==> src/rtl/core/tmcw_pkg.sv <==
package tmcw_pkg;

  localparam int DEF_MAX_COLUMNS = 80;
  localparam int DEF_SCREEN_ROWS = 25;

  localparam int COL_W    = 7;
  localparam int ROW_W    = 5;
  localparam int CADDR_W  = 11;
  localparam int WORD_W   = 16;
  localparam int COLOR_W  = 4;
  localparam int KIND_W   = 2;
  localparam int CHAR_W   = 8;
  localparam int PROD_W   = COL_W + ROW_W;
  localparam int CFG_IDX_W  = 2;
  localparam int CFG_DATA_W = 7;

  localparam logic [KIND_W-1:0] KIND_PUT   = 2'd0;
  localparam logic [KIND_W-1:0] KIND_SET   = 2'd1;
  localparam logic [KIND_W-1:0] KIND_CLEAR = 2'd2;
  localparam logic [KIND_W-1:0] KIND_READ  = 2'd3;

  localparam logic [CFG_IDX_W-1:0] CFG_COLUMNS = 2'd0;
  localparam logic [CFG_IDX_W-1:0] CFG_ROWS    = 2'd1;
  localparam logic [CFG_IDX_W-1:0] CFG_FG      = 2'd2;
  localparam logic [CFG_IDX_W-1:0] CFG_BG      = 2'd3;

  localparam logic [COL_W-1:0]   RST_COLUMNS = 7'd80;
  localparam logic [ROW_W-1:0]   RST_ROWS    = 5'd25;
  localparam logic [COLOR_W-1:0] RST_FG      = 4'hF;
  localparam logic [COLOR_W-1:0] RST_BG      = 4'h0;

  localparam logic [CHAR_W-1:0] CH_BS        = 8'h08;
  localparam logic [CHAR_W-1:0] CH_TAB       = 8'h09;
  localparam logic [CHAR_W-1:0] CH_LF        = 8'h0A;
  localparam logic [CHAR_W-1:0] CH_CR        = 8'h0D;
  localparam logic [CHAR_W-1:0] CH_BLANK     = 8'h20;
  localparam logic [CHAR_W-1:0] CH_PRINT_LO  = 8'h20;
  localparam logic [CHAR_W-1:0] CH_PRINT_HI  = 8'h7F;
  localparam logic [CHAR_W-1:0] TAB_STEP     = 8'd8;

endpackage

==> src/rtl/core/tmcw_mul_unit.sv <==
module tmcw_mul_unit
  import tmcw_pkg::*;
(
  input  logic              clk,
  input  logic [ROW_W-1:0]  mul_a,
  input  logic [COL_W-1:0]  mul_b,
  output logic [PROD_W-1:0] prod_r
);

  always_ff @(posedge clk) begin
    prod_r <= PROD_W'(mul_a) * PROD_W'(mul_b);
  end

endmodule

==> config.mk <==
export PLATFORM = sky130hd
export DESIGN_NAME = tmcw_mul_unit
export DESIGN_NICKNAME = d
export VERILOG_FILES = /design/src/rtl/core/tmcw_pkg.sv /design/src/rtl/core/tmcw_mul_unit.sv
export SDC_FILE = /design/constraint.sdc
export NUM_CORES = 1
export LEC_CHECK = 0
export ABC_AREA = 1
export BUFFER_PORTS_ARGS = -buffer_cell sky130_fd_sc_hd__buf_2
export CELL_PAD_IN_SITES_DETAIL_PLACEMENT = 0
export CELL_PAD_IN_SITES_GLOBAL_PLACEMENT = 1
export CORE_MARGIN = 1.5
export CORE_UTILIZATION = 45
export CTS_BUF_LIST = sky130_fd_sc_hd__clkbuf_8
export CTS_CLUSTER_SIZE = 16
export DETAILED_ROUTE_END_ITERATION = 8
export PLACE_DENSITY_LB_ADDON = 0.1
export SETUP_SLACK_MARGIN = 0.3
export SLEW_MARGIN = 25
export SYNTH_ARGS = -nofsm -noshare
export SYNTH_HDL_FRONTEND = slang
export SYNTH_SLANG_ARGS = --single-unit
==> constraint.sdc <==
create_clock -name clk -period 8.7 [get_ports clk]
set_input_delay 0.87 -clock clk [delete_from_list [all_inputs] [get_ports clk]]
set_output_delay 0.87 -clock clk [all_outputs]
set_load 0.05 [all_outputs]
==> results.rst, run 1 <==
.. list-table::
   :header-rows: 1

   * - Metric
     - Value
   * - Share of layout cells above drive strength 1
     - 0.138
   * - Post-Synthesis Net Count
     - 237
   * - Router iterations before antenna repair
     - 4
   * - Antenna viol nets, final
     - 0
   * - Core footprint
     - 0.00283 sq mm
   * - Max Buffers Root-to-Sink
     - 2
   * - Total negative setup slack
     - 0 ps
   * - Unrepaired setup endpoints after global routing
     - false
   * - Number of failing hold endpoints at the final stage
     - 0
   * - Post-cts resize count
     - 0
   * - Largest registers
     - prod_r (12)
   * - Outcome
     - finished, final reports clean
   * - Number of sinks handled by clock tree synthesis
     - 12
   * - DRT met1 WL
     - 1180 um
   * - Overall Power
     - 0.347 mW
   * - Count of state elements after synthesis
     - 12
   * - Initial core utilization
     - 0.489
   * - Routed wire length
     - around 2500 um
   * - Max Clk Rate
     - 279 MHz
   * - CTS tree
     - done
   * - Ratio of routed vias to standard cells
     - roughly 4.8
   * - Overflow after GRT
     - 0
   * - Clock tree root buffer cell
     - sky130_fd_sc_hd__clkbuf_8
   * - WL per Instance
     - 10.2 um
   * - 1st-iter DRT viols
     - 33
   * - Die span in y
     - between 50 and 60 um
   * - Share of the cycle needed by the critical path after routing
     - 0.413
   * - Post-Syn Instances
     - 189
   * - Max FO, Critical Path
     - 7
   * - Transition time at the pin with the least slew margin
     - around 260 ps
   * - Port-buffer cells
     - 24
   * - Cell row count
     - 19
   * - Vias in the first global route
     - about 1200
   * - HPWL Detailed
     - 2240 um
   * - Max-cap violations
     - 0
   * - Post-CTS Hold Fix Bufs
     - 0
   * - Crit path DAT
     - 3730 ps
   * - Most flop-heavy register
     - prod_r
   * - H-tree depth
     - 1
   * - Proportion of synthesized chip area in sequential cells
     - 0.174
   * - Standard cell area after detailed placement
     - 0.00154 sq mm
   * - Layout Area Growth over Synthesis
     - 15.5%
   * - Relative slew slack
     - 0.831
   * - DIE AREA
     - 0.00342 sq mm
   * - Nets
     - 266
   * - Shortest period the worst path allows
     - around 3600 ps
   * - Kind of end point of the critical path
     - flip-flop
   * - GPL Wtd Cong
     - between 0.8 and 0.9
   * - Number of antenna violations at the first check in global routing
     - 0
   * - Required @ worst endpoint
     - 8840 ps
   * - Remaining routing DRC violations
     - 0
   * - Postcts setup bufs
     - 0
   * - Die X-Extent
     - approximately 58 um
   * - Pwr Density
     - 217 mW/mm^2
   * - Startpoint kind of the worst setup timing path
     - input port
   * - Highest metal layer used by the detailed router
     - met4
   * - Number of unique standard cell types used by synthesis
     - 16
   * - Clock-pin transition on the worst setup and hold timing paths
     - 60 ps
   * - Met3 wire len
     - 82 um
   * - Max FFs per register
     - 12
   * - Netlist area before placement
     - ~0.0014 sq mm
   * - Largest net degree at the start of global routing
     - 8
   * - Path type of the worst min-delay path
     - input port to flip-flop
   * - Number of vias after detailed routing
     - 1184
   * - Boundary Pins
     - 25
   * - Yosys warns
     - 0
   * - Inserted Clock Buffers
     - 3
   * - Sum of met2 wire segment lengths after detailed routing
     - 1260 um
   * - Path type of the worst setup path
     - input port to flip-flop
   * - Final count of pins violating max slew
     - 0
   * - Number of inserted diodes
     - 0
   * - Maximum resistive drop on vdd
     - 0.000154 V
   * - Final setup violating endpoints
     - 0
   * - Static power due to leakage
     - 1.09 nW
   * - Tot GR Track Use
     - 0.179
   * - Final standard cell area without fillers
     - about 0.0016 sq mm
   * - Mean cell area of the mapped netlist
     - 7.32 sq um
   * - First-pass GRT wire length
     - 4750 um
## synthesized netlist by cell type
master	number	area [sq um]
sky130_fd_sc_hd__nand2_1	65	244
sky130_fd_sc_hd__inv_1	51	191
sky130_fd_sc_hd__ha_1	20	250
sky130_fd_sc_hd__fa_1	15	300
sky130_fd_sc_hd__dfxtp_1	12	240
sky130_fd_sc_hd__nand3_1	6	30.0
sky130_fd_sc_hd__nor2_1	5	18.8
sky130_fd_sc_hd__xor2_1	4	35.0
sky130_fd_sc_hd__a21oi_1	3	15.0
sky130_fd_sc_hd__nand4_1	2	12.5
sky130_fd_sc_hd__a21o_1	1	7.51
sky130_fd_sc_hd__nand3_2	1	10.0
sky130_fd_sc_hd__nor2_2	1	6.26
sky130_fd_sc_hd__o21bai_1	1	7.51
sky130_fd_sc_hd__or2_1	1	6.26
sky130_fd_sc_hd__xnor2_1	1	8.76
## cell usage in the layout (no fill, tap or decap)
cell,Yosys,final
sky130_fd_sc_hd__clkbuf_8,0,4
sky130_fd_sc_hd__xnor2_1,1,1
sky130_fd_sc_hd__nand4_1,2,2
sky130_fd_sc_hd__ha_1,20,20
sky130_fd_sc_hd__o21bai_1,1,1
sky130_fd_sc_hd__xor2_1,4,4
sky130_fd_sc_hd__fa_1,15,15
sky130_fd_sc_hd__dfxtp_1,12,12
sky130_fd_sc_hd__nand3_2,1,1
sky130_fd_sc_hd__buf_2,0,24
sky130_fd_sc_hd__a21o_1,1,1
sky130_fd_sc_hd__nor2_2,1,1
sky130_fd_sc_hd__nor2_1,5,5
sky130_fd_sc_hd__inv_1,51,51
sky130_fd_sc_hd__nand3_1,6,6
sky130_fd_sc_hd__or2_1,1,1
sky130_fd_sc_hd__a21oi_1,3,3
sky130_fd_sc_hd__nand2_1,65,65
## layout make-up
cell class              instances  area (sq um)
fillers                       270          1230
multi-input cells             126           952
flip-flops and latches         12           240
inverters                      51           191
repair buffers                 24           120
clock buffers                   4          55.1
well taps                      31          38.8
## cells by family after synthesis
| group | Yosys count | share of synthesized area |
|---|---|---|
| buffers and inverters | 51 | 0.138 |
| adders and majority gates | 35 | 0.398 |
| DFF | 12 | 0.174 |
| xor gates and xnor gates | 5 | 0.0316 |
| AOI/OAI and AO/OA | 5 | 0.0217 |
| and+or+nand+nor | 81 | 0.237 |
## worst max-delay path, stage by stage
cell                      delay, ps
sky130_fd_sc_hd__buf_2          140
sky130_fd_sc_hd__nand2_1         60
sky130_fd_sc_hd__inv_1           50
sky130_fd_sc_hd__fa_1           500
sky130_fd_sc_hd__fa_1           540
sky130_fd_sc_hd__inv_1           50
sky130_fd_sc_hd__fa_1           520
sky130_fd_sc_hd__inv_1           40
sky130_fd_sc_hd__ha_1           340
sky130_fd_sc_hd__a21oi_1        240
sky130_fd_sc_hd__nor2_1          80
sky130_fd_sc_hd__nor2_1         130
sky130_fd_sc_hd__nand2_1         70
sky130_fd_sc_hd__nand2_1         60
sky130_fd_sc_hd__nand2_1         40
## power breakdown
part	switching [mW]	internal, mW	leakage, nW	total (mW)
Clock	0.0203	0.0399	0.0288	0.0602
Sequential	0.00305	0.0749	0.101	0.0779
Combinational	0.148	0.0612	0.961	0.209
Total	0.171	0.176	1.09	0.347
## metal layers
layer  up-vias  GRT usage
met5         -          0
met4         0     0.0199
met3         2     0.0418
met2        19      0.316
met1       555      0.229
li1        608          -
## final timing paths
kind,start,to,cells after the start
setup / recovery,mul_a[4],prod_r[9],15
hold / removal,mul_b[0],prod_r[0],3
## per-stage QoR
step / util / setup WS (ps) / cells / hold slack, ps
after detailed placement: 0.545 / 4860 / 244 / 1140
after CTS: 0.565 / 5110 / 248 / 900
after floorplan: - / 5160 / 189 / 963
after global placement: 0.545 / 4910 / 244 / 1140
final: 0.565 / 5110 / 248 / 907
after global routing: 0.565 / 4850 / 248 / 920
Power figures use the tool's default switching activity.
==> inputs of run 2 (changes only) <==
--- a/config.mk
+++ b/config.mk
@@ -5,12 +5,12 @@
 export SDC_FILE = /design/constraint.sdc
 export NUM_CORES = 1
 export LEC_CHECK = 0
-export ABC_AREA = 1
+export ABC_AREA = 0
 export BUFFER_PORTS_ARGS = -buffer_cell sky130_fd_sc_hd__buf_2
 export CELL_PAD_IN_SITES_DETAIL_PLACEMENT = 0
 export CELL_PAD_IN_SITES_GLOBAL_PLACEMENT = 1
 export CORE_MARGIN = 1.5
-export CORE_UTILIZATION = 45
+export CORE_UTILIZATION = 43
 export CTS_BUF_LIST = sky130_fd_sc_hd__clkbuf_8
 export CTS_CLUSTER_SIZE = 16
 export DETAILED_ROUTE_END_ITERATION = 8
==> constraint.sdc (replaced) <==
create_clock -name clk -period 3.5 [get_ports clk]
set_input_delay 0.35 -clock clk [delete_from_list [all_inputs] [get_ports clk]]
set_output_delay 0.35 -clock clk [all_outputs]
set_load 0.05 [all_outputs]
==> run 2 against run 1 <==
The run now ends with design-rule violations left. Area after synthesis decreased by 5.2%. Flip-flop and latch count unchanged. Wire length shrank 6.0%. Worst hold slack worse by 530 ps. Clock-buffer cell count did not move. Synthesized cell count decreased by 25%. Critical path depth decreased by 2. Total power rose to 2.6 times the previous value. Via count down 11%. Sequential power increased to 2.5 times the previous value. Critical path type unchanged. Highest routed layer unchanged.
==> results.rst, run 2 <==
.. list-table::
   :header-rows: 1

   * - Metric
     - Value
   * - Top_reg_cell synth
     - sky130_fd_sc_hd__dfxtp_1
   * - Max FO, Critical Path
     - 6
   * - Router iterations before antenna repair
     - 7
   * - Least setup slack across all paths after layout
     - 408 ps
   * - Highest-count cells in the layout ignoring fill and taps
     - sky130_fd_sc_hd__buf_2, sky130_fd_sc_hd__inv_1, sky130_fd_sc_hd__and2_1
   * - # fillers
     - 277
   * - Violations in the final reports
     - design-rule violations
   * - Inserted Clock Buffers
     - 3
   * - Most flop-heavy register
     - prod_r
   * - Share of async-settable or async-resettable flops after synthesis
     - 0
   * - Proportion of synthesized chip area in sequential cells
     - 0.183
   * - Number of gates on the worst path with buffers counted
     - 13
   * - Post-Syn Instances
     - about 140
   * - Cell taking the most area after synthesis
     - sky130_fd_sc_hd__fa_1
   * - Largest registers
     - prod_r (12)
   * - Crit path DAT
     - about 3200 ps
   * - Standard cell area after detailed placement
     - 0.00149 sq mm
   * - Die span in y
     - 58.3 um
   * - Max-cap violations
     - 0
   * - Tot GR Track Use
     - 0.163
   * - Relative contribution of the clock network to total power
     - 0.166
   * - Unrepaired setup endpoints after global routing
     - false
   * - Final core occ
     - 0.557
   * - Final setup violating endpoints
     - 0
   * - Share of layout cells above drive strength 1
     - 0.229
   * - CTS tree
     - done
   * - Total negative setup slack
     - 0 ps
   * - Sw Pwr
     - approximately 0.43 mW
   * - Share of the cycle needed by the critical path after routing
     - 0.883
   * - Pwr Density
     - 578 mW/mm^2
   * - Cell breakdown of the critical path
     - buf_2, and2_4, fa_1, fa_1, inv_1, fa_1, inv_1, ha_4, nand3_1, o211ai_2, buf_4, nor2_1, xnor2_1
   * - Relative slew slack
     - 0.811
   * - Post-synth EDFFs
     - 0
   * - Nets
     - roughly 220
   * - Number of sinks handled by clock tree synthesis
     - 12
   * - Mean cell area of the mapped netlist
     - 9.31 sq um
   * - Pre-CTS setup slack
     - 25.0 ps
   * - Largest net degree at the start of global routing
     - 9
   * - Proportion of total power due to net switching
     - 0.477
   * - Yosys top cell area share
     - 0.229
   * - Startpoint kind of the worst setup timing path
     - input port
   * - Most common library cell in the layout ignoring fill and taps
     - sky130_fd_sc_hd__buf_2
   * - Total buffers and inverters traversed by the critical path
     - 4
   * - Clock-pin transition on the worst setup and hold timing paths
     - about 60 ps
   * - Part of the total power dissipated in combinational logic
     - 0.620
   * - Area of the multi-input gates
     - 0.00103 sq mm
   * - Cell row count
     - 19
   * - Max FFs per register
     - 12
   * - Hold Slack
     - 380 ps
   * - Post-CTS Hold Fix Bufs
     - 0
   * - Port-buffer cells
     - 24
   * - Ratio of routed vias to standard cells
     - ~5.2
   * - Number of failing hold endpoints at the final stage
     - 0
   * - Largest cells by area after synthesis
     - sky130_fd_sc_hd__fa_1, sky130_fd_sc_hd__ha_1, sky130_fd_sc_hd__dfxtp_1
   * - Cell occurring most often along the worst timing path
     - sky130_fd_sc_hd__fa_1
   * - Count of state elements after synthesis
     - 12
   * - Shortest period the worst path allows
     - 3090 ps
   * - Number of unique standard cell types used by synthesis
     - 24
   * - Max Clk Rate
     - approximately 320 MHz
   * - Overflow after GRT
     - 0
   * - Layout Area Growth over Synthesis
     - 20.1%
   * - Slowest cell on crit path
     - sky130_fd_sc_hd__fa_1
   * - Outcome
     - complete, but fails checks
   * - Post-Synthesis Net Count
     - 189
   * - Remaining routing DRC violations
     - 4
   * - Clock tree root buffer cell
     - sky130_fd_sc_hd__clkbuf_8
   * - Core footprint
     - roughly 0.0028 sq mm
   * - Post-route insts no fill
     - between 200 and 250
   * - Number of cells on the worst hold path
     - 2
   * - Transition time at the pin with the least slew margin
     - 281 ps
   * - Static power due to leakage
     - 0.835 nW
   * - Initial core utilization
     - 0.464
   * - Routed wire length
     - ~2400 um
   * - Maximum cell stage delay along the critical path
     - 520 ps
   * - Final count of pins violating max slew
     - 0
   * - Antenna viol nets, final
     - 0
   * - GPL Wtd Cong
     - 0.808
   * - Yosys warns
     - 0
   * - Die X-Extent
     - 58.3 um
   * - Netlist area before placement
     - around 0.0013 sq mm
   * - Boundary Pins
     - 25
   * - Final standard cell area without fillers
     - around 0.0016 sq mm
   * - Number of antenna violations at the first check in global routing
     - 0
   * - Overall Power
     - 0.912 mW
   * - Number of vias after detailed routing
     - between 1000 and 1500
   * - Seq pwr share
     - 0.214
   * - Internal power
     - 0.477 mW
   * - Path type of the worst min-delay path
     - input port to flip-flop
   * - Max Buffers Root-to-Sink
     - 2
   * - First-pass GRT wire length
     - between 4000 and 5000 um
   * - Path type of the worst setup path
     - input port to flip-flop
   * - Maximum resistive drop on vdd
     - around 0.00034 V
   * - HPWL Detailed
     - 2040 um
   * - WL per Instance
     - 11.9 um
   * - Number of inserted diodes
     - 0
   * - Vias in the first global route
     - 1031
   * - DIE AREA
     - 0.00339 sq mm
   * - Most used standard cells in the synthesized netlist
     - sky130_fd_sc_hd__and2_1, sky130_fd_sc_hd__inv_1, sky130_fd_sc_hd__ha_1, sky130_fd_sc_hd__fa_1, sky130_fd_sc_hd__nand2_1
   * - Number of placed instances, taps included
     - 196
   * - 1st-iter DRT viols
     - 38
   * - Required @ worst endpoint
     - 3620 ps
   * - Total area of sequential cells
     - 240 sq um
   * - Kind of end point of the critical path
     - flip-flop
   * - Top-count cell post-synth
     - sky130_fd_sc_hd__and2_1
   * - H-tree depth
     - 1
   * - Cell family with most CP delay
     - adder cells
==> run 2: changes by cell type in the layout (fill, tap and decap cells not counted), sizes merged, moves of 2 or more <==
cell and change:
buf +2, and3 +2, nand2 -50, nand3 -2, xnor2 +3, nor2 -2
inv -30, o211ai +2, and2 +22
==> run 2: kinds of logic (layout without fill, tap and decap cells) <==
family	after synthesis	count (layout)	synth area share
AOI/OAI and AO/OA	13	13	0.0782
xor gates and xnor gates	7	7	0.0467
adders and majority gates	35	35	0.419
buffers and inverters	22	51	0.0629
DFF	12	12	0.183
and+or+nand+nor	52	52	0.210
==> run 2: area by class of cell <==
cell class                 count  area share
multi-input combinational    107       0.652
sequential                    12       0.152
timing repair buffer          26      0.0857
inverter                      21      0.0500
clock buffer                   4      0.0349
tap                           31      0.0246
==> run 2: power groups by stage <==
stage / sequential [mW] / clock (mW) / combinational, mW
global placement: 0.198 / 0 / 0.548
detailed placement: 0.198 / 0 / 0.552
finish: 0.195 / 0.152 / 0.565
floorplan: 0.376 / 0 / 0.255
global route: 0.203 / 0.161 / 0.625
CTS: 0.196 / 0.155 / 0.558
==> run 2: what timing repair did <==
action,in CTS,in global routing
gates resized for setup,1,4
pin swaps,4,3
buffers inserted,1,0
cloned,0,0
endpoints found under the setup margin,1,4
==> run 2: layer usage <==
metal	vias to the layer above	share of wire	GRT usage
li1	513	-	-
met1	510	0.45	0.220
met2	23	0.51	0.279
met3	2	0.032	0.0268
met4	0	0.0071	0.0299
met5	-	0	0
==> run 2: worst paths after layout <==
path | start | to | slack (ps)
setup / recovery | mul_b[4] | prod_r[7] | 410
hold / removal | mul_b[0] | prod_r[0] | 380
